===== config.mk =====
export PLATFORM = sky130hd
export DESIGN_NAME = radix_ascii_to_uint32_top
export DESIGN_NICKNAME = d
export VERILOG_FILES = /design/src/sv/ratu_pkg.sv /design/src/sv/radix_ascii_to_uint32_top.sv
export SDC_FILE = /design/constraint.sdc
export NUM_CORES = 1
export LEC_CHECK = 0
export BUFFER_PORTS_ARGS = -buffer_cell sky130_fd_sc_hd__buf_2
export CORE_MARGIN = 2
export CORE_UTILIZATION = 50
export DETAILED_ROUTE_END_ITERATION = 16
export HOLD_SLACK_MARGIN = 0.05
export PLACE_DENSITY_LB_ADDON = 0.1
export SETUP_SLACK_MARGIN = 0.15
export SLEW_MARGIN = 10
export SYNTH_ARGS = -nofsm -noshare
export SYNTH_HDL_FRONTEND = slang
export SYNTH_SLANG_ARGS = --single-unit

===== constraint.sdc =====
create_clock -name clock -period 13.3 [get_ports clock]
set_input_delay 0.665 -clock clock [delete_from_list [all_inputs] [get_ports clock]]
set_output_delay 0.665 -clock clock [all_outputs]
set_load 0.05 [all_outputs]

===== src/sv/ratu_pkg.sv =====
// ----------------------------------------------------------------------------
// ratu_pkg
// Shared types, constants and the character decode for the radix ASCII to
// unsigned 32-bit converter.
// ----------------------------------------------------------------------------
package ratu_pkg;

   // widths of the stream fields
   localparam int CharWidth   = 8;
   localparam int RadixWidth  = 6;
   localparam int ValueWidth  = 32;
   localparam int LenWidth    = 16;
   localparam int StatusWidth = 2;

   // register reset value and base limits
   localparam logic [RadixWidth-1:0] RadixReset   = 6'd10;
   localparam logic [RadixWidth-1:0] RadixMaxBase = 6'd62;
   localparam logic [RadixWidth-1:0] RadixAllOnes = 6'd63;

   // digit value that no base accepts
   localparam logic [RadixWidth-1:0] DigitNone = 6'd63;

   localparam logic [ValueWidth-1:0] ValueAllOnes = '1;
   localparam logic [LenWidth-1:0]   LenMax       = '1;

   localparam logic [CharWidth-1:0] CharPlus = 8'h2B;

   // result status codes
   typedef enum logic [StatusWidth-1:0] {
      STATUS_OK        = 2'd0,
      STATUS_OVERFLOW  = 2'd1,
      STATUS_NO_DIGITS = 2'd2
   } ratu_status_type;

   // map a character to its digit value, DigitNone for a non-digit
   function automatic logic [RadixWidth-1:0] digit_of(input logic [CharWidth-1:0] c);
      logic [CharWidth-1:0] d;
      d = {2'b00, DigitNone};
      if (c >= 8'h30 && c <= 8'h39) begin
         d = c - 8'h30;
      end else if (c >= 8'h41 && c <= 8'h5A) begin
         d = c - 8'h41 + 8'd10;
      end else if (c >= 8'h61 && c <= 8'h7A) begin
         d = c - 8'h61 + 8'd36;
      end
      return d[RadixWidth-1:0];
   endfunction

endpackage


===== src/sv/radix_ascii_to_uint32_top.sv =====
// ----------------------------------------------------------------------------
// radix_ascii_to_uint32_top
// Streaming ASCII to unsigned 32-bit integer converter, bases 1 to 62.
// ----------------------------------------------------------------------------
//
//  channel  | group  | direction | contents
//  ---------+--------+-----------+------------------------------------------
//  request  | req_   | in        | tdata: ch[7:0]; tuser: first
//  response | rsp_   | out       | tdata: value[31:0], consumed_len[47:32];
//           |        |           | tuser: status[1:0]
//  control  | csr_   | in        | wr_en, wr_data: radix[5:0]
//
//  One character per cycle while the response slot is free. A character enters
//  the input register, then one stage of 32-by-6-bit multiply-add and saturation
//  updates the number state and loads the response register. Response valid rises
//  after the closing character has gone through the input and response registers.
//  Synchronous reset clears the number state, both valid flags and sets radix 10.
//  A stalled response holds the input register; the request side then stalls too.
//
module radix_ascii_to_uint32_top (
   input  logic                           clock,
   input  logic                           reset,
   // request channel
   input  logic                           req_tvalid,
   output logic                           req_tready,
   input  logic [ratu_pkg::CharWidth-1:0] req_tdata,   // [7:0] ch
   input  logic                           req_tuser,   // [0] first
   // response channel
   output logic                           rsp_tvalid,
   input  logic                           rsp_tready,
   output logic [47:0]                    rsp_tdata,   // [31:0] value, [47:32] consumed_len
   output logic [ratu_pkg::StatusWidth-1:0] rsp_tuser, // [1:0] status
   // configuration
   input  logic                           csr_wr_en,
   input  logic [ratu_pkg::RadixWidth-1:0] csr_wr_data
);
   import ratu_pkg::*;

   // registers
   logic                   radix_ff;
   logic [RadixWidth-1:0]  radix_val_ff, radix_val_in;
   logic                   in_valid_ff, in_valid_in;
   logic [CharWidth-1:0]   in_ch_ff, in_ch_in;
   logic                   in_first_ff, in_first_in;
   logic [ValueWidth-1:0]  acc_ff, acc_in;
   logic                   ovf_ff, ovf_in;
   logic [LenWidth-1:0]    cnt_ff, cnt_in;
   logic                   plus_ff, plus_in;
   logic                   active_ff, active_in;
   logic                   out_valid_ff, out_valid_in;
   logic [ValueWidth-1:0]  out_value_ff, out_value_in;
   logic [LenWidth-1:0]    out_len_ff, out_len_in;
   ratu_status_type        out_status_ff, out_status_in;

   // datapath
   logic                   advance;
   logic [RadixWidth-1:0]  base;
   logic [RadixWidth-1:0]  digit;
   logic                   is_digit;
   logic                   cur_first_plus;
   logic                   consume;
   logic [ValueWidth-1:0]  cur_acc;
   logic                   cur_ovf;
   logic [LenWidth-1:0]    cur_cnt;
   logic                   cur_plus;
   logic [38:0]            prod_sum;
   logic [LenWidth:0]      len_sum;
   logic                   emit;

   // radix_ff is the registered copy of the register write strobe
   // effective base: zero means ten, sixty-three means sixty-two
   always_comb begin
      base = radix_val_ff;
      if (radix_val_ff == '0) begin
         base = RadixReset;
      end else if (radix_val_ff == RadixAllOnes) begin
         base = RadixMaxBase;
      end
   end

   // the input register moves on when the response slot is free
   assign advance    = in_valid_ff && (!out_valid_ff || rsp_tready);
   assign req_tready = !in_valid_ff || advance;

   // number state as seen by this character
   assign cur_first_plus = in_first_ff && (in_ch_ff == CharPlus);
   assign consume  = in_first_ff ? !cur_first_plus : active_ff;
   assign cur_acc  = in_first_ff ? '0 : acc_ff;
   assign cur_ovf  = in_first_ff ? 1'b0 : ovf_ff;
   assign cur_cnt  = in_first_ff ? '0 : cnt_ff;
   assign cur_plus = in_first_ff ? 1'b0 : plus_ff;

   assign digit    = digit_of(in_ch_ff);
   assign is_digit = digit < base;

   // multiply-add, overflow shows in the top bits
   assign prod_sum = {7'b0, cur_acc} * {33'b0, base} + {33'b0, digit};

   // length counts the plus sign, saturating
   assign len_sum = {1'b0, cur_cnt} + {{LenWidth{1'b0}}, cur_plus};

   assign emit = advance && consume && !is_digit;

   // input register
   always_comb begin
      in_valid_in = in_valid_ff;
      in_ch_in    = in_ch_ff;
      in_first_in = in_first_ff;
      if (req_tready) begin
         in_valid_in = req_tvalid;
         in_ch_in    = req_tdata;
         in_first_in = req_tuser;
      end
   end

   // number state update
   always_comb begin
      acc_in    = acc_ff;
      ovf_in    = ovf_ff;
      cnt_in    = cnt_ff;
      plus_in   = plus_ff;
      active_in = active_ff;
      if (advance) begin
         if (cur_first_plus) begin
            acc_in    = '0;
            ovf_in    = 1'b0;
            cnt_in    = '0;
            plus_in   = 1'b1;
            active_in = 1'b1;
         end else if (consume && is_digit) begin
            acc_in    = cur_acc;
            ovf_in    = cur_ovf;
            if (!cur_ovf) begin
               if (prod_sum[38:32] != '0) begin
                  ovf_in = 1'b1;
                  acc_in = ValueAllOnes;
               end else begin
                  acc_in = prod_sum[31:0];
               end
            end
            cnt_in    = (cur_cnt == LenMax) ? LenMax : cur_cnt + 1'b1;
            plus_in   = cur_plus;
            active_in = 1'b1;
         end else if (consume) begin
            acc_in    = '0;
            ovf_in    = 1'b0;
            cnt_in    = '0;
            plus_in   = 1'b0;
            active_in = 1'b0;
         end
      end
   end

   // response register
   always_comb begin
      out_valid_in  = out_valid_ff && !rsp_tready;
      out_value_in  = out_value_ff;
      out_len_in    = out_len_ff;
      out_status_in = out_status_ff;
      if (emit) begin
         out_valid_in = 1'b1;
         if (cur_cnt == '0) begin
            out_value_in  = '0;
            out_len_in    = '0;
            out_status_in = STATUS_NO_DIGITS;
         end else begin
            out_value_in  = cur_ovf ? ValueAllOnes : cur_acc;
            out_len_in    = len_sum[LenWidth] ? LenMax : len_sum[LenWidth-1:0];
            out_status_in = cur_ovf ? STATUS_OVERFLOW : STATUS_OK;
         end
      end
   end

   // configuration register
   always_comb begin
      radix_val_in = radix_val_ff;
      if (csr_wr_en) begin
         radix_val_in = csr_wr_data;
      end
   end

   // control state
   always_ff @(posedge clock) begin
      if (reset) begin
         radix_val_ff <= RadixReset;
         radix_ff     <= 1'b0;
         in_valid_ff  <= 1'b0;
         acc_ff       <= '0;
         ovf_ff       <= 1'b0;
         cnt_ff       <= '0;
         plus_ff      <= 1'b0;
         active_ff    <= 1'b0;
         out_valid_ff <= 1'b0;
      end else begin
         radix_val_ff <= radix_val_in;
         radix_ff     <= csr_wr_en;
         in_valid_ff  <= in_valid_in;
         acc_ff       <= acc_in;
         ovf_ff       <= ovf_in;
         cnt_ff       <= cnt_in;
         plus_ff      <= plus_in;
         active_ff    <= active_in;
         out_valid_ff <= out_valid_in;
      end
   end

   // payload registers
   always_ff @(posedge clock) begin
      in_ch_ff      <= in_ch_in;
      in_first_ff   <= in_first_in;
      out_value_ff  <= out_value_in;
      out_len_ff    <= out_len_in;
      out_status_ff <= out_status_in;
   end

   assign rsp_tvalid = out_valid_ff;
   assign rsp_tdata  = {out_len_ff, out_value_ff};
   assign rsp_tuser  = out_status_ff;

   // checks

   // a number with no digits reports zero value and zero length
   assert property (@(posedge clock) disable iff (reset)
      (rsp_tvalid && out_status_ff == STATUS_NO_DIGITS) |-> (out_value_ff == '0 && out_len_ff == '0))
      else $error("no-digit result carries a value or length");

   // an overflowed number reports all ones
   assert property (@(posedge clock) disable iff (reset)
      (rsp_tvalid && out_status_ff == STATUS_OVERFLOW) |-> (out_value_ff == ValueAllOnes && out_len_ff != '0))
      else $error("overflow result is not saturated");

   // a finished number with digits has a nonzero length
   assert property (@(posedge clock) disable iff (reset)
      (rsp_tvalid && out_status_ff == STATUS_OK) |-> (out_len_ff != '0))
      else $error("ok result with zero length");

   // the number state returns to idle after a result is produced
   assert property (@(posedge clock) disable iff (reset)
      emit |=> (!active_ff && cnt_ff == '0 && !ovf_ff && !plus_ff))
      else $error("number state not cleared after result");

   // a configuration write shows in the radix register together with the registered strobe
   assert property (@(posedge clock) disable iff (reset)
      radix_ff |-> (radix_val_ff == $past(csr_wr_data)))
      else $error("radix register did not take the write");

endmodule


==> flow_metrics.tcl, run 1 <==
set metrics [dict create \
    crit_fanout 35 \
    ys.flop_type "edfxtp_1" \
    initial_core_util_pct 50.40 \
    yosysWarningCount 0 \
    leakage_nw 6.497 \
    vias_per_cell 6.047 \
    core-area_sq_mm 0.02496 \
    synth_cell_types 73 \
    drt_iter0_markers 881 \
    hold_class "in -> reg" \
    synth-async-reset-ratio_pct 0 \
    totalWireLength_microns 35390 \
    synth_area_sq_mm 0.01258 \
    io_pins 72 \
    power_density_mw_per_mm2 70.30 \
    synth-adder-area-share_pct 29.88 \
    final_common_cell "nor2_1" \
    status "finished, final reports clean" \
    fin_crit_sh_pct 62.46 \
    drive_gt1_share_pct 10.71 \
    syn_inst 1406 \
    synth.mux.area_fraction_pct 0.7161 \
    grt_max_degree 72 \
    vdd_drop_max_mv 0.09685 \
    drc_errors 0 \
    cts-buffers-inserted 17 \
    critical_path_required_ns 13.55 \
    synthDominantCellAreaShare_pct 19.73 \
    synth_compound_area_share_pct 17.55 \
    setup_violations 0 \
    dieArea_sq_mm 0.02645 \
    synth_area_leaders "fa_1 (20%), edfxtp_1 (14%), ha_1 (10%), dfxtp_1 (9.4%), a21oi_1 (4.8%)" \
    fin_nets 1671 \
    synth_top_family_by_area "adder cells" \
    arrival_ns 8.56 \
    fp-row-count 58 \
    grt_pass1_vias 10490 \
    synth_xor_area_share_pct 3.063 \
    track_usage_pct 27.74 \
    maxCapViolCount 0 \
    critical_path_class "reg -> reg" \
    cts_setup_buffers 0 \
    die_w_microns 162.6 \
    cpMostUsedCell "fa_1" \
    synth-seq-cells 118 \
    first_pass_iters 5 \
    most-common-layout-cells "nor2_1 (155), nand2_1 (144), fa_1 (124)" \
    tightest_slew_ns 1.367 \
    grt_overflow_total 0 \
    yosysSeqAreaShare_pct 23.47 \
    dp_hpwl_microns 26660 \
    tritoncts "done" \
    synth_edf_count 59 \
    endpoint_kind "flip-flop" \
    synthSimpleGateAreaFrac_pct 20.45 \
    detail-route-antenna-nets 0 \
    cts-hold-fix-buffers 0 \
    avgSynthCellArea_sq_um 8.948 \
    slowest_delay_ns 1.23 \
    grt_pass1_wl_microns 57310 \
    clk_pin_slew_worst_paths_ns 0.06 \
    skew_ns 0.01362 \
    slew_viol_final 0 \
    htreeDepth 4 \
    die_h_microns 162.6 \
    utilization_pct 54.88 \
    crit_chain "nand4_1 > o21ai_2 > buf_4 > nor3b_1 > fa_1 > inv_1 > fa_1 > inv_1 > fa_1 > ha_1 > ha_1 > a21oi_1 > o21ai_1 > a221oi_1 > nand4b_1 > or4_1 > a32oi_1 > o211ai_2 > nor2_4 > a311oi_1" \
    max_freq_mhz 120.4 \
    synth_fp_nets 1652 \
    numPortBuffers 71 \
    cts_root_buf "clkbuf_16" \
    crit_buf_inv 3 \
    insertion_delay_ns 0.43 \
    grt_setup_unrepaired "false" \
    cp_slowest_cell "dfxtp_1" \
    vias 10700 \
    cts.sinks 118 \
    cp_top_family "compound AO/OA/AOI/OAI gates" \
    final_hold_viol_count 0 \
    cts_max_path_buffers 2 \
    yosys.area.top_type "fa_1" \
    cts_resized 0 \
    cp-start-kind "flip-flop" \
    fin_setup_tns_ns 0 \
    slew_headroom_pct 8.768 \
    antenna_found_initial 3 \
    gp_congestion 0.9008 \
    fillers 2310 \
    min_period_ns 8.307 \
    avgRoutedWirePerCell_microns 20.00 \
    area_growth_pct 8.891 \
]
-- synthesized netlist by cell type (4+ instances only) --
library cell and number:
a211oi_1 4, a211oi_2 14, a21o_1 7, a21oi_1 120, a22oi_1 4, a311oi_1 5
a311oi_2 5, a31oi_1 5, and2_1 7, and3_1 96, and4_1 5, buf_1 4
buf_2 9, clkbuf_1 65, dfxtp_1 59, edfxtp_1 59, fa_1 124, ha_1 102
inv_1 71, mux2i_1 9, nand2_1 144, nand2b_1 7, nand3_1 21, nand4_1 10
nor2_1 158, nor2b_1 11, nor3_1 18, nor3b_1 5, nor4_1 7, o2111ai_1 4
o211a_1 4, o211ai_1 8, o21a_1 41, o21ai_0 53, o21ai_1 5, o22ai_1 5
o311ai_0 5, o31ai_1 9, o41ai_1 5, or2_2 8, or3_1 14, or4_1 4
xnor2_1 29, xor2_1 15
-- worst paths after layout --
| kind | start | slack [ns] | cells past startpoint | endpoint |
|---|---|---|---|---|
| hold / removal | req_tdata[2] | 0.42 | 1 | in_ch_ff[2] |
| hold reg to reg | active_ff | 0.47 | 2 | active_ff |
| setup / recovery | radix_val_ff[2] | 4.99 | 20 | acc_ff[15] |
| setup reg to reg | radix_val_ff[2] | 4.99 | 20 | acc_ff[15] |
-- per-layer routing --
layer  GRT usage, %  up-vias  share of wire [%]  routed length, microns
met1          39.44     5255                 46                   16190
met3          3.998       55                5.8                    2067
li1               -     5004                  -                       -
met2          44.02      382                 46                   16440
met5              0        -              0.042                      15
met4          8.447        2                1.9                     677
-- report_power, final --
part / internal (W) / leakage [nW] / switching [W]
Sequential: 0.000389 / 1.03 / 0.0000101
Combinational: 0.0000248 / 5.19 / 0.0000717
Clock: 0.000294 / 0.272 / 0.000174
Total: 0.000708 / 6.50 / 0.000255
-- cells by family after synthesis --
| group | Yosys count |
|---|---|
| muxes | 9 |
| AOI/OAI and AO/OA | 328 |
| adders and majority gates | 226 |
| and+or+nand+nor | 527 |
| DFF | 118 |
| buffers and inverters | 154 |
| xor gates and xnor gates | 44 |
-- cell type report --
cell class | count | area, sq um | share of cell area (%)
multi-input cells | 1134 | 9031 | 65.92
flip-flops and latches | 118 | 2953 | 21.55
repair buffers | 82 | 437.9 | 3.197
clock buffers | 20 | 436.7 | 3.188
well taps | 330 | 412.9 | 3.014
inverters | 72 | 270.3 | 1.973
clock inverters | 12 | 155.1 | 1.133
diodes | 1 | 2.502 | 0.01827
-- flip-flops by register name, summed over array words and instances, names as in the netlist, 2 cells and up --
| signal | flops |
|---|---|
| cnt_ff | 16 |
| rsp_tuser | 2 |
| acc_ff | 32 |
| out_value_ff | 32 |
| out_len_ff | 16 |
| radix_val_ff | 6 |
| in_ch_ff | 8 |
-- metrics by stage --
step	std cells	hold WS [ns]	power (W)	setup WS, ns	instance area, sq um
6_report	1769	0.4214	0.0009631	4.993	13700
5_1_grt	1768	0.4136	0.0009916	4.533	13700
4_1_cts	1768	0.4080	0.0009651	5.047	13700
3_5_place_dp	1736	0.4520	0.0005018	5.087	13110
3_3_place_gp	1736	0.4413	0.0005019	5.255	13110
2_1_floorplan	1406	0.4323	0.0004733	6.126	12580
Note: power is estimated with default switching activity, not from simulation.
==> run 2, diff against run 1 <==
--- a/config.mk
+++ b/config.mk
@@ -5,6 +5,7 @@
 export SDC_FILE = /design/constraint.sdc
 export NUM_CORES = 1
 export LEC_CHECK = 0
+export ABC_AREA = 1
 export BUFFER_PORTS_ARGS = -buffer_cell sky130_fd_sc_hd__buf_2
 export CORE_MARGIN = 2
 export CORE_UTILIZATION = 50
==> constraint.sdc (replaced) <==
create_clock -name clock -period 8.4 [get_ports clock]
set_input_delay 0.42 -clock clock [delete_from_list [all_inputs] [get_ports clock]]
set_output_delay 0.42 -clock clock [all_outputs]
set_load 0.05 [all_outputs]
==> flow_metrics.tcl, run 2 <==
set metrics [dict create \
    status "finished, final reports clean" \
    core-area_sq_mm 0.02584 \
    drive_gt1_share_pct 9.784 \
    fin_ws_ns 0.8374 \
    hold_depth 1 \
    fin_setup_tns_ns 0 \
    final_hold_viol_count 0 \
    yosysSeqAreaShare_pct 22.69 \
    cts.sinks 118 \
    slowest_delay_ns 0.67 \
    antenna_found_initial 0 \
    track_usage_pct 27.39 \
    synth_area_leaders "fa_1 (19%), edfxtp_1 (14%), nand2_1 (11%), nor2_1 (9.9%), ha_1 (9.8%)" \
    fp-row-count 59 \
    area_growth_pct 8.834 \
    yosys.cell_count.top_type "nand2_1" \
    tightest_slew_ns 1.135 \
    grt_setup_unrepaired "false" \
    max_freq_mhz 132.2 \
    min_period_ns 7.563 \
    synth-adder-area-share_pct 28.88 \
    antenna_cells 0 \
    power.total_w 0.001570 \
    initial_core_util_pct 50.38 \
    arrival_ns 7.84 \
    ys.flop_type "edfxtp_1" \
    first_pass_iters 5 \
    grt_overflow_total 0 \
    synth_edf_count 59 \
    grt_max_degree 66 \
    yosysWarningCount 0 \
    avgRoutedWirePerCell_microns 16.76 \
    switching_share_pct 27.81 \
    syn_inst 1755 \
    dieArea_sq_mm 0.02734 \
    htreeDepth 4 \
    vias_per_cell 5.379 \
    synth_fp_nets 2001 \
    hold_end "in_ch_ff[4]" \
    cp_top_family "simple AND/OR/NAND/NOR gates" \
    synth_cell_types 49 \
    most-common-layout-cells "nand2_1 (372), nor2_1 (344), inv_1 (206)" \
    power_density_mw_per_mm2 110.9 \
    hold_class "in -> reg" \
    totalWireLength_microns 35930 \
    rrSetupSlack_ns 0.84 \
    synthDominantCellAreaShare_pct 19.07 \
    clk_pin_slew_worst_paths_ns 0.06 \
    final_common_cell "nand2_1" \
    tritoncts "done" \
    numPortBuffers 71 \
    min_from "req_tdata[4]" \
    grt_pass1_wl_microns 58350 \
    p_comb_share_pct 12.0 \
    endpoint_kind "flip-flop" \
    cts-buffers-inserted 17 \
    drt_iter0_markers 1003 \
    yosys.area.top_type "fa_1" \
    critical_path_class "reg -> reg" \
    cts_max_path_buffers 2 \
    crit_fanout 33 \
    multi_input_area_sq_mm 0.008907 \
    synth-async-reset-ratio_pct 0 \
    maxCapViolCount 0 \
    leakage_nw 7.055 \
    gp_congestion 0.9148 \
    io_pins 72 \
    insertion_delay_ns 0.43 \
    pwr-share-seq_pct 40.3 \
    synth_area_sq_mm 0.01302 \
    r2r_end "acc_ff[15]" \
    slew_viol_final 0 \
    cpMostUsedCell "nand2_1" \
    synth_compound_area_share_pct 8.325 \
    fin_nets 2042 \
    avgSynthCellArea_sq_um 7.417 \
    placed_cell_area_sq_mm 0.01356 \
    vdd_drop_max_mv 0.1623 \
    seq_area_sq_mm 0.002953 \
    vias 11530 \
    detail-route-antenna-nets 0 \
    synthSimpleGateAreaFrac_pct 28.32 \
    synth-seq-cells 118 \
    cts_root_buf "clkbuf_16" \
    setup_violations 0 \
    pre_cts_ws_ns 0.8324 \
    skew_ns 0.01507 \
    slew_headroom_pct 24.22 \
    synth_top_cells_by_count "nand2_1 (373), nor2_1 (344), inv_1 (208)" \
    cp-start-kind "flip-flop" \
    die_w_microns 165.3 \
    p_int_w 0.001134 \
    fillers 2566 \
    synth_xor_area_share_pct 2.759 \
    cp_slowest_cell "nor2_4" \
    drc_errors 0 \
    r2r_cells 30 \
    p_switching_w 0.0004368 \
    fin_crit_sh_pct 90.03 \
    grt_pass1_vias 10910 \
    die_h_microns 165.3 \
    synth_top_family_by_area "adder cells" \
    crit_buf_inv 7 \
    reg_top3 "acc_ff (32), out_value_ff (32)" \
    p_clk_share_pct 47.8 \
    critical_path_required_ns 8.68 \
    timing.rr.start "radix_val_ff[5]" \
    design_area_sq_mm 0.01417 \
    synth.mux.area_fraction_pct 0.08651 \
    dp_hpwl_microns 27550 \
]
[run 2: what timing repair did]
action                     CTS  global route
buffers inserted             0             0
gates resized for setup      0             1
setup endpoints to repair    0             3
hold buffers                 0             0
[run 2: worst reg2reg max path, delay by kind of cell (launching register included)]
kind / cells / cell delay [ns]
flops: 1 / 0.48
buf+inv: 7 / 1.53
simple gates: 16 / 2.57
fa+ha+maj: 5 / 2.38
compound gates: 2 / 0.46
[run 2: worst max-delay path by stage]
stage	from	endpoint	slack (ns)	depth (start not counted)
CTS	radix_val_ff[5]	acc_ff[4]	0.69	23
finish	radix_val_ff[5]	acc_ff[15]	0.84	30
detailed placement	radix_val_ff[5]	acc_ff[4]	0.83	23
global route	radix_val_ff[5]	acc_ff[1]	0.32	27
floorplan	in_first_ff	acc_ff[30]	3.10	29
global placement	radix_val_ff[5]	acc_ff[1]	0.86	23
[run 2: kinds of logic (layout without fill, tap and decap cells)]
group                    count (synthesis)  in the layout
buffers and inverters                  285            339
multiplexers                             1              1
AND/OR/NAND/NOR                        878            878
AO/OA/AOI/OAI                          206            206
XOR/XNOR                                41             41
flip-flops                             118            118
adder cells (fa/ha/maj)                226            226
[run 2: layout make-up]
class,count,area share (%)
multi-input combinational,1352,62.88
sequential,118,20.84
inverter,227,6.050
clock buffer,17,3.003
timing repair buffer,80,2.985
tap,335,2.959
clock inverter,15,1.281
[run 2: per-layer routing]
| metal | GRT usage, % | routed length, microns | up-vias |
|---|---|---|---|
| li1 | - | - | 5632 |
| met1 | 40.34 | 16720 | 5468 |
| met2 | 40.85 | 15970 | 381 |
| met3 | 5.345 | 2421 | 51 |
| met4 | 8.033 | 818 | 0 |
| met5 | 0 | 0 | - |
[run 2: power groups by stage]
stage,combinational (W),clock [W],sequential (W)
after global placement,0.000186,0,0.000644
after floorplan,0.000108,0,0.000670
after CTS,0.000187,0.000760,0.000632
after global routing,0.000206,0.000786,0.000634
after detailed placement,0.000186,0,0.000644
final,0.000188,0.000750,0.000632
[run 2: per-stage QoR]
step / hold WS, ns / util, % / instances
after CTS: 0.1670 / 54.81 / 2144
after detailed placement: 0.4574 / 52.46 / 2112
final: 0.1780 / 54.83 / 2144
after floorplan: 0.4453 / - / 1755
after global routing: 0.1619 / 54.83 / 2144
after global placement: 0.4525 / 52.46 / 2112
==> run 3, diff against run 2 <==
--- a/config.mk
+++ b/config.mk
@@ -5,9 +5,8 @@
 export SDC_FILE = /design/constraint.sdc
 export NUM_CORES = 1
 export LEC_CHECK = 0
-export ABC_AREA = 1
 export BUFFER_PORTS_ARGS = -buffer_cell sky130_fd_sc_hd__buf_2
-export CORE_MARGIN = 2
+export CORE_MARGIN = 3
 export CORE_UTILIZATION = 50
 export DETAILED_ROUTE_END_ITERATION = 16
 export HOLD_SLACK_MARGIN = 0.05
==> flow_metrics.tcl, run 3 (synthesized netlist as in run 1, its figures left out) <==
set metrics [dict create \
    arrival_ns 7.70 \
    pre_cts_ws_ns 1.010 \
    cts_root_buf "clkbuf_16" \
    fp-row-count 57 \
    htreeDepth 4 \
    fillers 2269 \
    vdd_drop_max_mv 0.1172 \
    leakage_nw 6.553 \
    grt_util_met2_pct 44.67 \
    cts-hold-fix-buffers 0 \
    timing.rr.start "radix_val_ff[4]" \
    cts-buffers-inserted 17 \
    track_usage_pct 27.75 \
    stdcell_count 1768 \
    switching_share_pct 25.94 \
    final_hold_viol_count 0 \
    insertion_delay_ns 0.43 \
    hold_class "in -> reg" \
    grt_max_degree 74 \
    antenna_cells 0 \
    fin_nets 1677 \
    fin_ws_ns 0.9562 \
    grt_overflow_total 0 \
    design_area_sq_mm 0.01377 \
    min_from "req_tdata[4]" \
    vias 10790 \
    initial_core_util_pct 51.28 \
    fin_hold_ws_ns 0.1707 \
    grt_pass1_vias 10830 \
    slew_viol_final 0 \
    gp_congestion 0.9514 \
    critical_path_class "reg -> reg" \
    skew_ns 0.01177 \
    setup_violations 0 \
    die_h_microns 164.6 \
    cts.sinks 118 \
    crit_start "radix_val_ff[4]" \
    final_common_cell "nor2_1" \
    core-area_sq_mm 0.02453 \
    cts_setup_buffers 0 \
    pwr-share-seq_pct 40.1 \
    io_pins 72 \
    grt_pass1_wl_microns 59370 \
    drive_gt1_share_pct 11.22 \
    numPortBuffers 71 \
    fin_crit_sh_pct 88.62 \
    vias_per_cell 6.105 \
    antenna_found_initial 0 \
    drt_iter0_markers 991 \
    drc_errors 0 \
    cts_max_path_buffers 2 \
    cp-start-kind "flip-flop" \
    p_switching_w 0.0004063 \
    tritoncts "done" \
    die_w_microns 164.6 \
    busiest_layer "met2" \
    p_clk_share_pct 49.4 \
    met3_usage_pct 4.339 \
    most-common-layout-cells "nor2_1 (155), nand2_1 (144), fa_1 (124)" \
    grtUsageMet1_pct 39.24 \
    slew_headroom_pct 20.13 \
    detail-route-antenna-nets 0 \
    p_comb_share_pct 10.5 \
    reg_top3 "acc_ff (32), out_value_ff (32)" \
    totalWireLength_microns 35990 \
    maxCapViolCount 0 \
    dieArea_sq_mm 0.02710 \
    max_freq_mhz 134.3 \
    p_int_w 0.001160 \
    dp_hpwl_microns 26950 \
    dp.cells 1736 \
    area_growth_pct 9.418 \
    tightest_slew_ns 1.198 \
    status "finished, final reports clean" \
    avgRoutedWirePerCell_microns 20.36 \
    critical_path_required_ns 8.65 \
    crit_fanout 24 \
    fin_setup_tns_ns 0 \
    power_density_mw_per_mm2 113.8 \
    placed_cell_area_sq_mm 0.01314 \
    endpoint_kind "flip-flop" \
    cts_resized 0 \
    grt_setup_unrepaired "false" \
    clk_pin_slew_worst_paths_ns 0.06 \
    min_period_ns 7.444 \
    first_pass_iters 5 \
]
==> run 3: cell type report <==
| class | count | area (sq um) | area share (%) |
|---|---|---|---|
| Tap cell | 324 | 405.4 | 2.945 |
| Clock buffer | 19 | 442.9 | 3.218 |
| Multi-Input combinational cell | 1134 | 9031 | 65.61 |
| Inverter | 72 | 270.3 | 1.963 |
| Timing Repair Buffer | 88 | 483.0 | 3.508 |
| Clock inverter | 13 | 180.2 | 1.309 |
| Sequential cell | 118 | 2953 | 21.45 |
==> run 3: power by group through the flow <==
stage	logic (W)	registers, W	clock network, W
6_report	0.000164	0.000628	0.000774
5_1_grt	0.000177	0.000629	0.000809
4_1_cts	0.000162	0.000627	0.000783
3_5_place_dp	0.000161	0.000639	0
3_3_place_gp	0.000160	0.000640	0
2_1_floorplan	0.0000866	0.000663	0
==> run 3: path summary, 6_finish.rpt <==
path | endpoint | slack, ns | cells after the start
min | in_ch_ff[4] | 0.17 | 1
max reg2reg | acc_ff[9] | 0.96 | 21
max | acc_ff[9] | 0.96 | 21
min reg2reg | active_ff | 0.45 | 2
==> run 3: critical path, cell delays in order (launching register included) <==
cell	delay [ns]
dfxtp_1	0.51
or4_1	0.61
nor2_1	0.19
nor2_2	0.07
or2_2	0.31
fa_1	0.46
fa_1	0.54
inv_1	0.05
fa_1	0.52
inv_1	0.05
fa_1	0.53
inv_1	0.05
ha_1	0.37
o211a_1	0.18
o31ai_1	0.11
a31o_2	0.28
or3_1	0.41
a311oi_1	0.40
o2111a_1	0.23
o211ai_2	0.35
nor2_4	0.81
a311oi_1	0.20
==> run 3: per-stage QoR <==
stage                     total power, W  util [%]
after global placement         0.0007999     53.57
final                           0.001566     56.11
after global routing            0.001615     56.11
after floorplan                0.0007494         -
after CTS                       0.001573     56.11
after detailed placement       0.0008007     53.57
==> run 3: layer usage <==
layer	routed length [microns]	share of wire (%)
met1	16220	45
met5	0	0
met3	2390	6.6
met4	607	1.7
met2	16780	47
